<file path="src/rtl/core/rfmci_pkg.sv">
// ----------------------------------------------------------------------------
// rfmci_pkg
// Shared types and codes of the ring FIFO with multi-copy insert.
// ----------------------------------------------------------------------------
package rfmci_pkg;

  // Field widths fixed by the stream format
  localparam int DATA_W   = 32;
  localparam int COPY_W   = 4;
  localparam int STAT_W   = 2;
  localparam int COUNT_W  = 4;

  // Packed stream widths (tdata filled up to whole bytes)
  localparam int S_TDATA_W = 40;   // phit_data, copy_count, pad
  localparam int S_TUSER_W = 1;    // cmd
  localparam int M_TDATA_W = 40;   // out_data, fill_count, free_count
  localparam int M_TUSER_W = 2;    // status

  // Command codes
  localparam logic CMD_INSERT = 1'b0;
  localparam logic CMD_REMOVE = 1'b1;

  // Status codes
  localparam logic [STAT_W-1:0] STAT_OK        = 2'd0;
  localparam logic [STAT_W-1:0] STAT_OVERFLOW  = 2'd1;
  localparam logic [STAT_W-1:0] STAT_UNDERFLOW = 2'd2;

  // Sequencer states
  typedef enum logic [1:0] {
    ST_IDLE,
    ST_COPY,
    ST_POP
  } state_t;

endpackage

</file>
<file path="src/rtl/core/ring_fifo_multi_copy_insert_unit.sv">
// ----------------------------------------------------------------------------
// ring_fifo_multi_copy_insert_unit
// Circular FIFO that keeps one slot empty; an insert writes several copies
// of one word, a remove returns the head word. One result per request.
// ----------------------------------------------------------------------------
//
//  channel | dir | tdata (low bit up)                    | tuser
//  --------+-----+---------------------------------------+---------
//  s_*     | in  | phit_data[31:0] copy_count[35:32] pad | cmd
//  m_*     | out | out_data[31:0] fill[35:32] free[39:36]| status
//
//  An insert writes its copies one per cycle through the single write port
//  of the slot memory, the first on acceptance and the rest in ST_COPY.
//  A remove reads the head word through the registered read port of the memory
//  and returns it from ST_POP; a remove rejected on an empty ring reads nothing.
//  Reset (rst, synchronous) clears head, tail and fill; the slot memory has
//  no reset and needs no clearing pass.
//  A new request is taken while idle and the result register is empty or drains.
//
module ring_fifo_multi_copy_insert_unit #(
  parameter int QUEUE_SLOTS = 16,
  parameter int WORD_BITS   = 32
) (
  input  logic                            clk,
  input  logic                            rst,
  input  logic                            s_tvalid,
  output logic                            s_tready,
  // phit_data [31:0], copy_count [35:32], zero pad [39:36]
  input  logic [rfmci_pkg::S_TDATA_W-1:0] s_tdata,
  // cmd [0]
  input  logic [rfmci_pkg::S_TUSER_W-1:0] s_tuser,
  output logic                            m_tvalid,
  input  logic                            m_tready,
  // out_data [31:0], fill_count [35:32], free_count [39:36]
  output logic [rfmci_pkg::M_TDATA_W-1:0] m_tdata,
  // status [1:0]
  output logic [rfmci_pkg::M_TUSER_W-1:0] m_tuser
);
  import rfmci_pkg::*;

  localparam int IDX_W = (QUEUE_SLOTS > 2) ? $clog2(QUEUE_SLOTS) : 1;
  localparam int CNT_W = (IDX_W > COUNT_W) ? IDX_W : COUNT_W;
  localparam int MEM_W = (WORD_BITS < DATA_W) ? WORD_BITS : DATA_W;
  localparam logic [IDX_W-1:0] LAST_IDX = IDX_W'(QUEUE_SLOTS - 1);
  localparam logic [CNT_W-1:0] CAPACITY = CNT_W'(QUEUE_SLOTS - 1);

  // Request fields
  logic               in_cmd;
  logic [MEM_W-1:0]   in_word;
  logic [COPY_W-1:0]  in_copies;

  assign in_cmd    = s_tuser[0];
  assign in_word   = s_tdata[MEM_W-1:0];
  assign in_copies = s_tdata[DATA_W +: COPY_W];

  // Registers
  state_t             state, state_next;
  logic [IDX_W-1:0]   head, head_next;
  logic [IDX_W-1:0]   tail, tail_next;
  logic [IDX_W-1:0]   fill, fill_next;
  logic [COPY_W-1:0]  copies_left, copies_left_next;
  logic [MEM_W-1:0]   word_q, word_next;
  logic [MEM_W-1:0]   rd_data;

  // Control strobes
  logic               s_acc;
  logic               mem_we;
  logic [IDX_W-1:0]   wr_addr;
  logic [MEM_W-1:0]   wr_data;
  logic               mem_re;
  logic [IDX_W-1:0]   rd_addr;
  logic               res_load;
  logic [STAT_W-1:0]  res_status;
  logic [MEM_W-1:0]   res_data;

  // Derived values
  logic [IDX_W-1:0]   head_adv;
  logic [IDX_W-1:0]   tail_adv;
  logic [CNT_W-1:0]   space;
  logic               too_many;
  logic [CNT_W-1:0]   res_fill_ext;
  logic [CNT_W-1:0]   res_free_ext;

  logic [MEM_W-1:0]   mem [QUEUE_SLOTS];

  assign s_tready = (state == ST_IDLE) && (!m_tvalid || m_tready);
  assign s_acc    = s_tvalid && s_tready;

  // Wrap the ring pointers
  assign head_adv = (head == LAST_IDX) ? '0 : head + IDX_W'(1);
  assign tail_adv = (tail == LAST_IDX) ? '0 : tail + IDX_W'(1);

  // Free space against the requested copy count
  assign space    = CAPACITY - CNT_W'(fill);
  assign too_many = CNT_W'(in_copies) > space;

  // Next state
  always_comb begin
    state_next = state;
    case (state)
      ST_IDLE: begin
        if (s_acc) begin
          if (in_cmd == CMD_REMOVE) begin
            if (fill != '0) state_next = ST_POP;
          end else if (!too_many && (in_copies > COPY_W'(1))) begin
            state_next = ST_COPY;
          end
        end
      end
      ST_COPY: begin
        if (copies_left == COPY_W'(1)) state_next = ST_IDLE;
      end
      ST_POP:  state_next = ST_IDLE;
      default: state_next = ST_IDLE;
    endcase
  end

  // Datapath controls and register updates
  always_comb begin
    head_next        = head;
    tail_next        = tail;
    fill_next        = fill;
    copies_left_next = copies_left;
    word_next        = word_q;
    mem_we           = 1'b0;
    wr_addr          = tail_adv;
    wr_data          = word_q;
    mem_re           = 1'b0;
    rd_addr          = head_adv;
    res_load         = 1'b0;
    res_status       = STAT_OK;
    res_data         = '0;
    case (state)
      ST_IDLE: begin
        if (s_acc) begin
          if (in_cmd == CMD_REMOVE) begin
            if (fill == '0) begin
              res_load   = 1'b1;
              res_status = STAT_UNDERFLOW;
            end else begin
              mem_re    = 1'b1;
              head_next = head_adv;
              fill_next = fill - IDX_W'(1);
            end
          end else if (too_many) begin
            res_load   = 1'b1;
            res_status = STAT_OVERFLOW;
          end else if (in_copies == '0) begin
            res_load = 1'b1;
          end else begin
            // write the first copy now, the rest one per cycle
            mem_we           = 1'b1;
            wr_data          = in_word;
            tail_next        = tail_adv;
            fill_next        = fill + IDX_W'(1);
            word_next        = in_word;
            copies_left_next = in_copies - COPY_W'(1);
            res_load         = (in_copies == COPY_W'(1));
          end
        end
      end
      ST_COPY: begin
        mem_we           = 1'b1;
        tail_next        = tail_adv;
        fill_next        = fill + IDX_W'(1);
        copies_left_next = copies_left - COPY_W'(1);
        res_load         = (copies_left == COPY_W'(1));
      end
      ST_POP: begin
        res_load = 1'b1;
        res_data = rd_data;
      end
      default: begin
        res_load = 1'b0;
      end
    endcase
  end

  // Counts after the request
  assign res_fill_ext = CNT_W'(fill_next);
  assign res_free_ext = CAPACITY - res_fill_ext;

  // Hold control state
  always_ff @(posedge clk) begin
    if (rst) begin
      state       <= ST_IDLE;
      head        <= '0;
      tail        <= '0;
      fill        <= '0;
      copies_left <= '0;
      m_tvalid    <= 1'b0;
    end else begin
      state       <= state_next;
      head        <= head_next;
      tail        <= tail_next;
      fill        <= fill_next;
      copies_left <= copies_left_next;
      if (res_load) begin
        m_tvalid <= 1'b1;
      end else if (m_tready) begin
        m_tvalid <= 1'b0;
      end
    end
  end

  // Capture the result and the word being copied
  always_ff @(posedge clk) begin
    word_q <= word_next;
    if (res_load) begin
      m_tdata <= {res_free_ext[COUNT_W-1:0], res_fill_ext[COUNT_W-1:0],
                  DATA_W'(res_data)};
      m_tuser <= res_status;
    end
  end

  // Slot memory: one write port, one registered read port
  always_ff @(posedge clk) begin
    if (mem_we) mem[wr_addr] <= wr_data;
  end

  always_ff @(posedge clk) begin
    if (mem_re) rd_data <= mem[rd_addr];
  end

  // Pointer distance check
  logic [IDX_W:0] ptr_dist;
  assign ptr_dist = (tail >= head) ? ({1'b0, tail} - {1'b0, head})
                                   : ({1'b0, tail} + (IDX_W + 1)'(QUEUE_SLOTS)
                                      - {1'b0, head});

  a_fill_max: assert property (@(posedge clk) disable iff (rst)
    CNT_W'(fill) <= CAPACITY)
    else $error("fill exceeds capacity");

  a_fill_ptrs: assert property (@(posedge clk) disable iff (rst)
    ptr_dist == {1'b0, fill})
    else $error("fill does not match pointer distance");

  a_pop_from_accept: assert property (@(posedge clk) disable iff (rst)
    (state == ST_POP) |-> $past(s_acc) && $past(in_cmd == CMD_REMOVE))
    else $error("pop state without accepted remove");

  a_result_after_pop: assert property (@(posedge clk) disable iff (rst)
    (state == ST_POP) |=> m_tvalid && (m_tuser == STAT_OK))
    else $error("pop did not deliver a result");

  a_busy_not_ready: assert property (@(posedge clk) disable iff (rst)
    (state != ST_IDLE) |-> !s_tready && !m_tvalid)
    else $error("request taken while busy");

endmodule

</file>
<file path="config.mk">
export PLATFORM = sky130hd
export DESIGN_NAME = ring_fifo_multi_copy_insert_unit
export DESIGN_NICKNAME = d
export VERILOG_FILES = /design/src/rtl/core/rfmci_pkg.sv /design/src/rtl/core/ring_fifo_multi_copy_insert_unit.sv
export SDC_FILE = /design/constraint.sdc
export NUM_CORES = 1
export LEC_CHECK = 0
export ABC_AREA = 1
export BUFFER_PORTS_ARGS = -buffer_cell sky130_fd_sc_hd__buf_2
export CAP_MARGIN = 15
export CORE_UTILIZATION = 30
export DETAILED_ROUTE_END_ITERATION = 12
export PLACE_DENSITY = 0.46
export SLEW_MARGIN = 20
export SYNTH_ARGS = -nofsm -noshare
export SYNTH_HDL_FRONTEND = slang
export SYNTH_SLANG_ARGS = --single-unit
</file>
<file path="constraint.sdc">
create_clock -name clk -period 6.95 [get_ports clk]
set_clock_uncertainty 0.15 [all_clocks]
set_input_delay 0.695 -clock clk [delete_from_list [all_inputs] [get_ports clk]]
set_output_delay 0.695 -clock clk [all_outputs]
set_load 0.005 [all_outputs]
</file>
* After elaboration in Yosys (flattened, before gate mapping)
Memories as Yosys holds them, arrays and structs flattened. A register that Yosys moved wholly into a read port is not among the register bits.
Index checks and enable logic that the tools add are counted.
** Storage, ports and cells
- Input port bits :: 45
- Register bits :: 93
- Memory bits (writable) :: 512
- Logic and storage cells :: 102
- Output and inout port bits :: 44
- Memories kept :: 1
** Operators by class
- Magnitude comparators :: 2
- Reductions and logical operators :: 16
- Add/subtract/negate cells :: 8
- Equal/unequal tests :: 13
- Multiplexer cells :: 51
- Bitwise logic cells :: 1
** Memory list
- mem :: depth 16, width 32, rd ports 1, clocked after Yosys merged registers in 1, write ports 1, RTL line ring_fifo_multi_copy_insert_unit.sv:84 : logic [MEM_W-1:0] mem [QUEUE_SLOTS];
** Operator list (count)
- $mux 32 :: 5
- $mux 4 :: 15
- $pmux 4 s2 :: 3
- $mux 1 :: 18
- $mux 2 :: 7
- $add 4x1->4 const B :: 3
- $sub 4x1->4 const B :: 3
- $ne 2x2->1 const B :: 5
- $eq 4x1->1 const B :: 2
- $eq 4x4->1 const B :: 2
- $logic_not 4->1 :: 2
- $reduce_and 4->1 :: 2
- $sub 4x4->4 const A :: 2
- $ne 3x2->1 const B :: 2
- $reduce_and 5->1 :: 1
- $gt 4x1->1 const B :: 1
- $gt 4x4->1 :: 1
- $pmux 2 s2 :: 1
- $reduce_bool 2->1 :: 2
- $reduce_bool 4->1 :: 1
- $logic_and 1x1->1 :: 3
- $pmux 1 s3 :: 1
- $eq 2x1->1 const B :: 1
- $eq 2x2->1 const B :: 1
- other kinds (6) :: 7

* Logic depth before layout (Yosys ltp)
Gate-level depths: netlist (run 1).
- Depth after elaboration :: 8
- Depth in mapped cells :: 15
- Gate-level depth less buffers :: 15

* Worst setup path before layout (run 1)
No wires, ideal clock.
- Kind :: input-to-reg
- Start point :: input port s_tdata[35] (netlist bit)
- End point :: memory mem[0][0] (netlist bit), enable pin
- Stages :: 11
- Setup time :: 0.421 ns
- Data required time :: 6.379 ns
- Slack :: 3.209 ns
- Arrival :: 3.170 ns
- Buffers on the path :: 1
- Cells stage by stage :: ha_1 -> nand2_1 -> inv_1 -> nand2_1 -> nand2_1 -> nand2_1 -> nand3_2 -> nand2_2 -> buf_4 -> nand2_1 -> nor2_1
** On the way
- Word-level cells in the longest chain between the ends :: 8
- Elaborated cells on any way between the ends :: 9
- Classes of those cells :: order compare (1); mux (7); reduce/logical (1)
** Ends and longest elaborated chain
- start, declared :: RTL line ring_fifo_multi_copy_insert_unit.sv:29 : input logic [rfmci_pkg::S_TDATA_W-1:0] s_tdata,
- branches (longest 2 deep; another with $gt 4x4->1)
- $mux 1 * :: RTL line ring_fifo_multi_copy_insert_unit.sv:145 : end else if (too_many) begin
- $mux 1 * :: RTL line ring_fifo_multi_copy_insert_unit.sv:136 : if (in_cmd == CMD_REMOVE) begin
- $mux 1 * :: RTL line ring_fifo_multi_copy_insert_unit.sv:135 : if (s_acc) begin
- $pmux 1 s2 * :: RTL line ring_fifo_multi_copy_insert_unit.sv:133 : case (state)
- $mux 1 * :: RTL line ring_fifo_multi_copy_insert_unit.sv:218 : if (mem_we) mem[wr_addr] <= wr_data;
- $mux 1 (not written as such) * :: RTL line ring_fifo_multi_copy_insert_unit.sv:218
- end, declared :: RTL line ring_fifo_multi_copy_insert_unit.sv:84
Every way passes the cells marked *.

* Final worst setup path (run 1)
- Start point :: register fill[2]
- End point :: memory mem[11][22] (netlist bit), enable pin
** On the way
- Word-level cells in the longest chain between the ends :: 8
** Ends and longest elaborated chain
- start, declared :: RTL line ring_fifo_multi_copy_insert_unit.sv:60 : logic [IDX_W-1:0] fill, fill_next;
- start signal, assigned :: RTL line ring_fifo_multi_copy_insert_unit.sv:196 : fill <= fill_next;
- $sub 4x4->4 :: RTL line ring_fifo_multi_copy_insert_unit.sv:94 : assign space = CAPACITY - CNT_W'(fill);
- $gt 4x4->1 :: RTL line ring_fifo_multi_copy_insert_unit.sv:95 : assign too_many = CNT_W'(in_copies) > space;
- $mux 1 :: RTL line ring_fifo_multi_copy_insert_unit.sv:145
- $mux 1 :: RTL line ring_fifo_multi_copy_insert_unit.sv:136
- $mux 1 :: RTL line ring_fifo_multi_copy_insert_unit.sv:135
- $pmux 1 s2 :: RTL line ring_fifo_multi_copy_insert_unit.sv:133
- $mux 1 :: RTL line ring_fifo_multi_copy_insert_unit.sv:218
- $mux 1 (not written as such) :: RTL line ring_fifo_multi_copy_insert_unit.sv:218
No other way between the ends.

==> impl_results.md, run 1 <==
* RePlAce Congestion at 0.737
* Gate Count Post-Synth at 2044
* Synth top cells by count: edfxtp_1, nor2_1, nand2_1
* Mapped cell area at 25300 µm²
* Met3 Usage GRT at 0.0234
* RSZ-0062 raised after global routing: false
* Final period util at 0.590
* Clk Latency, worst-skew pair at 620 ps
* Startpoint types: flop
* Yosys top cell area share at 0.695
* Initial antenna violation count at 0
* Die ar. at 85600 µm²
* Post-Place Cells at 3124
* FMAX at 244 MHz
* Net Count, Synth at 2106
* Rel. slew slack at 0.263
* Setup Viol. Count Final at 0
* Root Driver: clkbuf_16
* Setup Crit Path Kind: reg2reg
* Peak supply drop at 173 µV
* Starting Density at 0.303
* Async SR Flop Fraction at 0
* Mapped Avg Cell Area at 12.4 µm²
* Dpl hpwl at 32400 µm
* Final net count at 2181
* GR Layer Usage met1 at 0.201
* Synth area leader: edfxtp_1
* H-tree Lvls at 3
* Die span in y at 293 µm
* Share of post-route cells with drive strength above 1 at 0.135
* Arrival @ worst endpoint at 4240 ps
* Register area share after synthesis at 0.735
* Number of hold buffers added after cts at 0
* Synth cell types at 35
* # clock sinks at 637
* Routed wire length at 64700 µm
* Reg2Reg Launch Point: fill[2]$_SDFF_PP0_
* Fin. max-slew vios at 0
* Max clock buf depth at 3
* Area grow syn2layout at 15.3%
* PortBufs at 84
* Worst R2R End: mem[11][22]$_DFFE_PP_
* Post-DRT Antenna Nets at 0
* Synth top area cells: edfxtp_1, nor2_1, o21ai_0
* GRT Total Usage at 0.151
* CTS resizes at 0
* Top FF cell, synth: edfxtp_1
* Pin count of the biggest net entering global routing at 111
* Die X at 293 µm
* WHS Endpoint: fill[1]$_SDFF_PP0_
* Path depth of the worst reg2reg path at 12
* First-pass DRT Iterations at 5
* HP Start: rst
* Hold Violations, Final at 0
* Setup Fix Bufs, Post-CTS at 0
* Worst Hold Class: in2reg
* Reg2reg setup slack at 2850 ps
* IO Pins at 89
* DR iter-0 viols at 1131
* LEAKAGE at 10.3 nW
* Final std cells w/o fill at 3258
* Vias in the first global route at 15400
* Final Power at 0.0117 W
* Worst-Margin Slew at 1110 ps
* Outcome: finished clean
* WL/cell at 19.9 µm
* Pwr Density at 399 nW/µm²
* Total gr overflow at 0
* CTS tree: yes
* Rows at 106
* Synthesis Warnings at 0
* Clock period minus worst slack at 4100 ps
* Crit end category: flop
* Clk slew on worst S/H paths at 60 ps
* DR vias at 15500
* Max Cap Violations at 0
* Number of diodes at 0
* Min Hold Slack at 271 ps
* Layout fillers at 8155
* Num CTS Buffers at 73
* Setup TNS at 0 ps
* Core region area at 83600 µm²
* Global-route met2 utilization at 0.254
* Register bit total from synthesis at 637
* Global-route wire length before repair at 97000 µm
* Post-synth EDFFs at 586
* Worst Hold Path Cells at 2
* Critical path peak fanout at 41
* Residual DRC at 0
* Req. time, crit path at 7090 ps
* Grt peak-use layer: met2
* Vias/cell at 4.74
* Most numerous cell in the Yosys netlist: edfxtp_1
==> final cells by class <==
| cell class | count | area [µm²] | area share |
|---|---|---|---|
| clock buffer | 97 | 2010 | 0.0688 |
| clock inverter | 37 | 313 | 0.0107 |
| inverter | 101 | 388 | 0.0133 |
| multi-input combinational | 1191 | 5860 | 0.201 |
| sequential | 637 | 18600 | 0.638 |
| tap | 1080 | 1350 | 0.0463 |
| timing repair buffer | 115 | 653 | 0.0224 |
==> sequential cells by signal (all words and copies together) (netlist names) <==
signal and count:
mem 512, m_tvalid 1, rd_data 32, tail 4, head 4, m_tdata 40, word_q 32, copies_left 4
m_tuser 2, fill 4, state 2
==> cell families (layout without fill, tap and decap cells) <==
family                     Yosys count  after routing  synth area share
and+or+nand+nor                    814            814             0.133
DFF                                637            637             0.735
AOI/OAI and AO/OA                  321            321            0.0670
buffers and inverters              216            350            0.0402
muxes                               32             32            0.0142
adders and majority gates           17             17           0.00840
xor gates and xnor gates             7              7           0.00242
==> metrics by stage <==
step | cell area [µm²] | utilization | worst slack [ps]
final | 29200 | 0.349 | 2850
after global routing | 29200 | 0.349 | 2570
after CTS | 29200 | 0.349 | 2770
after detailed placement | 26900 | 0.322 | 2440
after global placement | 26900 | 0.322 | 2430
after floorplan | 25300 | - | 3210
==> cell usage in the layout (no fill, tap or decap), types with 5 or more instances in the layout <==
master     Yosys  final
nand2_1      251    250
dfxtp_1       51     51
nor2_4         1     18
nand4_1        6      6
edfxtp_1     586    586
clkbuf_1      41     16
clkbuf_16      0     74
buf_4         15     31
buf_2         36     84
mux2_2        32     32
nor2_1       348    331
clkbuf_8       0      7
clkinv_1       0     10
inv_6          0      5
xor2_1         5      5
a21oi_1       41     41
o21ai_1       30     29
inv_1         96     95
o21ai_0      214    214
nand3_1      194    194
ha_1          17     16
clkinv_2       0     14
o211ai_1      24     24
o21bai_1       5      5
==> worst max-delay path, stage by stage, from the launching register on <==
cell,delay [ps]
dfxtp_1,500
ha_1,300
nand2_1,60
inv_1,50
nand2_1,60
nand2_1,60
nand2_1,150
nand3_2,80
buf_4,340
nand2_2,370
nand2_1,310
nor2_4,900
buf_4,390
==> where the power goes <==
group          switching (W)  internal, W  total, W
Combinational        0.00200     0.000721   0.00272
Clock                0.00156      0.00216   0.00371
Sequential         0.0000992      0.00512   0.00522
Total                0.00366      0.00800    0.0117
==> per-layer routing <==
metal  part of all wire  wire length, µm  up-vias
met1               0.46            30000     7698
li1                   -                -     7374
met5                  0                0        -
met3              0.038             2470       86
met4              0.019             1220        0
met2               0.48            31000      292
==> worst max-delay path by stage <==
| stage | startpoint | end | slack, ps | cells past startpoint |
|---|---|---|---|---|
| 2_1_floorplan | s_tdata[35] | mem[0][0]$_DFFE_PP_ | 3210 | 11 |
| 3_3_place_gp | s_tdata[35] | mem[11][0]$_DFFE_PP_ | 2430 | 13 |
| 3_5_place_dp | s_tdata[33] | mem[11][14]$_DFFE_PP_ | 2440 | 13 |
| 4_1_cts | fill[2]$_SDFF_PP0_ | mem[11][22]$_DFFE_PP_ | 2770 | 12 |
| 5_1_grt | fill[0]$_SDFF_PP0_ | mem[4][22]$_DFFE_PP_ | 2570 | 14 |
| 6_report | fill[2]$_SDFF_PP0_ | mem[11][22]$_DFFE_PP_ | 2850 | 12 |
No activity file was read; power rests on OpenSTA's default activity.
==> run 2, diff against run 1 <==
clock period = 4.24 ns   (was 6.95 ns; I/O delays follow)
==> run 2 against run 1 <==
  * Non-clock buffer count increased by 11
  * Sequential power increased by 64%
  * Sequential cell count unchanged
  * Global-route usage increased by 0.099 points
  * Power increased by 62%
  * Count of clock-buffer cells in the layout increased by 7
  * Utilization increased by 0.20 points
  * Fmax increased by 38%
  * Wire length about the same
  * Sequential share of layout area decreased by 0.36 points
  * Register-to-register slack got worse by 1600 ps
  * Hold slack got worse by 210 ps
==> impl_results.md, run 2 (synthesis gave the netlist of run 1 again) <==
* Outcome: finished clean (unchanged)
* Internal power at 0.0131 W (was 0.00800 W)
* # clock sinks at 637 (unchanged)
* Starting Density at 0.303 (unchanged)
* Slowest stage delay, CP at 740 ps (was 900 ps)
* Residual DRC at 0 (unchanged)
* Layout fillers at 8081 (was 8155)
* Die span in y at 293 µm (unchanged)
* Worst path most repeated cell: nand2_1 (unchanged)
* Number of diodes at 0 (unchanged)
* Crit end category: flop (unchanged)
* Area grow syn2layout at 15.9% (was 15.3%)
* Worst-Margin Slew at 1000 ps (was 1110 ps)
* NetSw at 0.00583 W (was 0.00366 W)
* CTS tree: yes (unchanged)
* Post-DRT Antenna Nets at 0 (unchanged)
* Place WS at 1200 ps (was 2440 ps)
* Clk slew on worst S/H paths at 60 ps (about the same)
* Clock share of power at 0.308 (was 0.319)
* Critical path, cell by cell: ha_4, buf_4, buf_4, o21ai_0, o21ai_1, nand2_1, nand2_1, nand2_1, nand2_1 (was ha_1, nand2_1, inv_1, nand2_1, nand2_1, nand2_1, nand3_2, buf_4, nand2_2, nand2_1, nor2_4, buf_4)
* GRT Total Usage at 0.152 (was 0.151)
* Setup Viol. Count Final at 0 (unchanged)
* Clock period minus worst slack at 2970 ps (was 4100 ps)
* Vias in the first global route at 15400 (about the same)
* Startpoint types: flop (unchanged)
* PortBufs at 84 (unchanged)
* Crit path max-delay family: buffers and inverters (was simple AND/OR/NAND/NOR gates)
* Sequential cell area at 18600 µm² (unchanged)
* Num CTS Buffers at 70 (was 73)
* Share of post-route cells with drive strength above 1 at 0.130 (was 0.135)
* Routed wire length at 64700 µm (about the same)
* Post-Place Cells at 3133 (was 3124)
* Rel. slew slack at 0.332 (was 0.263)
* IO Pins at 89 (unchanged)
* Max Cap Violations at 0 (unchanged)
* Final std cells w/o fill at 3262 (was 3258)
* LEAKAGE at 10.4 nW (was 10.3 nW)
* Max clock buf depth at 3 (unchanged)
* Combinational share of power at 0.239 (was 0.234)
* Commonest non-fill, non-tap cell in the layout: edfxtp_1 (unchanged)
* Switching part of the total power at 0.309 (was 0.314)
* Clk Latency, worst-skew pair at 610 ps (was 620 ps)
* Req. time, crit path at 4540 ps (was 7090 ps)
* Critical path peak fanout at 58 (was 41)
* Sequential share of power at 0.454 (was 0.448)
* Peak supply drop at 303 µV (was 173 µV)
* WL/cell at 19.8 µm (was 19.9 µm)
* Setup ws final at 1270 ps (was 2850 ps)
* Root Driver: clkbuf_16 (unchanged)
* Die ar. at 85600 µm² (unchanged)
* Die X at 293 µm (unchanged)
* H-tree Lvls at 3 (unchanged)
* Pwr Density at 643 nW/µm² (was 399 nW/µm²)
* Worst Hold Class: in2reg (unchanged)
* Top Registers: mem x512, m_tdata x40 (unchanged)
* Global-route wire length before repair at 97600 µm (was 97000 µm)
* Hold Violations, Final at 0 (unchanged)
* First-pass DRT Iterations at 5 (unchanged)
* Rows at 106 (unchanged)
* Multi-input logic area at 5860 µm² (unchanged)
* Fin. max-slew vios at 0 (unchanged)
* CTS resizes at 0 (unchanged)
* Final Power at 0.0189 W (was 0.0117 W)
* Setup Crit Path Kind: reg2reg (unchanged)
* Final period util at 0.700 (was 0.590)
* Most frequent cells in the layout: edfxtp_1, nor2_1, nand2_1 (unchanged)
* Worst path buffer plus inverter count at 2 (was 3)
* Slowest stage cell, crit path: buf_4 (was nor2_4)
* Final net count at 2189 (was 2181)
* RSZ-0062 raised after global routing: false (unchanged)
* Final core utilization at 0.351 (was 0.349)
* RePlAce Congestion at 0.757 (was 0.737)
* FMAX at 337 MHz (was 244 MHz)
* Initial antenna violation count at 2 (was 0)
* Total gr overflow at 0 (unchanged)
* Dpl hpwl at 32600 µm (was 32400 µm)
* Largest Register: mem (unchanged)
* Setup TNS at 0 ps (unchanged)
* Vias/cell at 4.70 (was 4.74)
* DR iter-0 viols at 1060 (was 1131)
* Core region area at 83600 µm² (unchanged)
* Max reg flops at 512 (unchanged)
* Arrival @ worst endpoint at 3270 ps (was 4240 ps)
* Pin count of the biggest net entering global routing at 143 (was 111)
* DR vias at 15300 (was 15500)
[run 2: changes by cell type in the layout (fill, tap and decap cells not counted), sizes merged]
cell,before,now
clkinvlp,3,1
buf,115,124
bufinv,3,2
inv,103,102
clkinv,29,19
clkbuf,97,104
dlygate4sd3,0,2
[run 2: metrics by stage]
stage          area, µm²  hold WS (ps)
2_1_floorplan      25300           287
3_3_place_gp       27200           303
3_5_place_dp       27200           313
4_1_cts            29400          37.2
5_1_grt            29400          70.7
6_report           29400          63.8
[run 2: final timing paths]
path	start	end	slack (ps)	cells past startpoint
setup / recovery	head[0]$_SDFFE_PP0P_	rd_data[17]$_DFFE_PP_	1270	9
hold / removal	s_tuser	m_tuser[0]$_SDFFCE_PP0P_	60	2
setup reg to reg	head[0]$_SDFFE_PP0P_	rd_data[17]$_DFFE_PP_	1270	9
hold reg to reg	copies_left[3]$_SDFFE_PP0P_	copies_left[3]$_SDFFE_PP0P_	320	2
[run 2: power by group through the flow]
stage          Clock (W)  Combinational, W  Sequential, W
6_report         0.00581           0.00451        0.00856
5_1_grt          0.00620           0.00514        0.00862
4_1_cts          0.00599           0.00462        0.00857
3_5_place_dp           0           0.00461        0.00870
3_3_place_gp           0           0.00450        0.00869
2_1_floorplan          0           0.00300        0.00866
[run 2: metal layers]
layer,global-route usage,share of wire,up-vias
met5,0,0.00042,-
met2,0.260,0.49,327
met1,0.199,0.45,7545
met4,0.0449,0.021,4
li1,-,-,7376
met3,0.0246,0.043,88
[run 2: final cells by class]
class,count,share of cell area
clock buffer,104,0.0682
clock inverter,23,0.00622
inverter,101,0.0133
multi-input combinational,1191,0.200
sequential,637,0.634
tap,1080,0.0460
timing repair buffer,126,0.0325
[run 2: timing repair]
action                    4_1_cts  5_1_grt
buffers inserted                0        0
hold endpoints to repair        6        0
hold buffers                    2        0
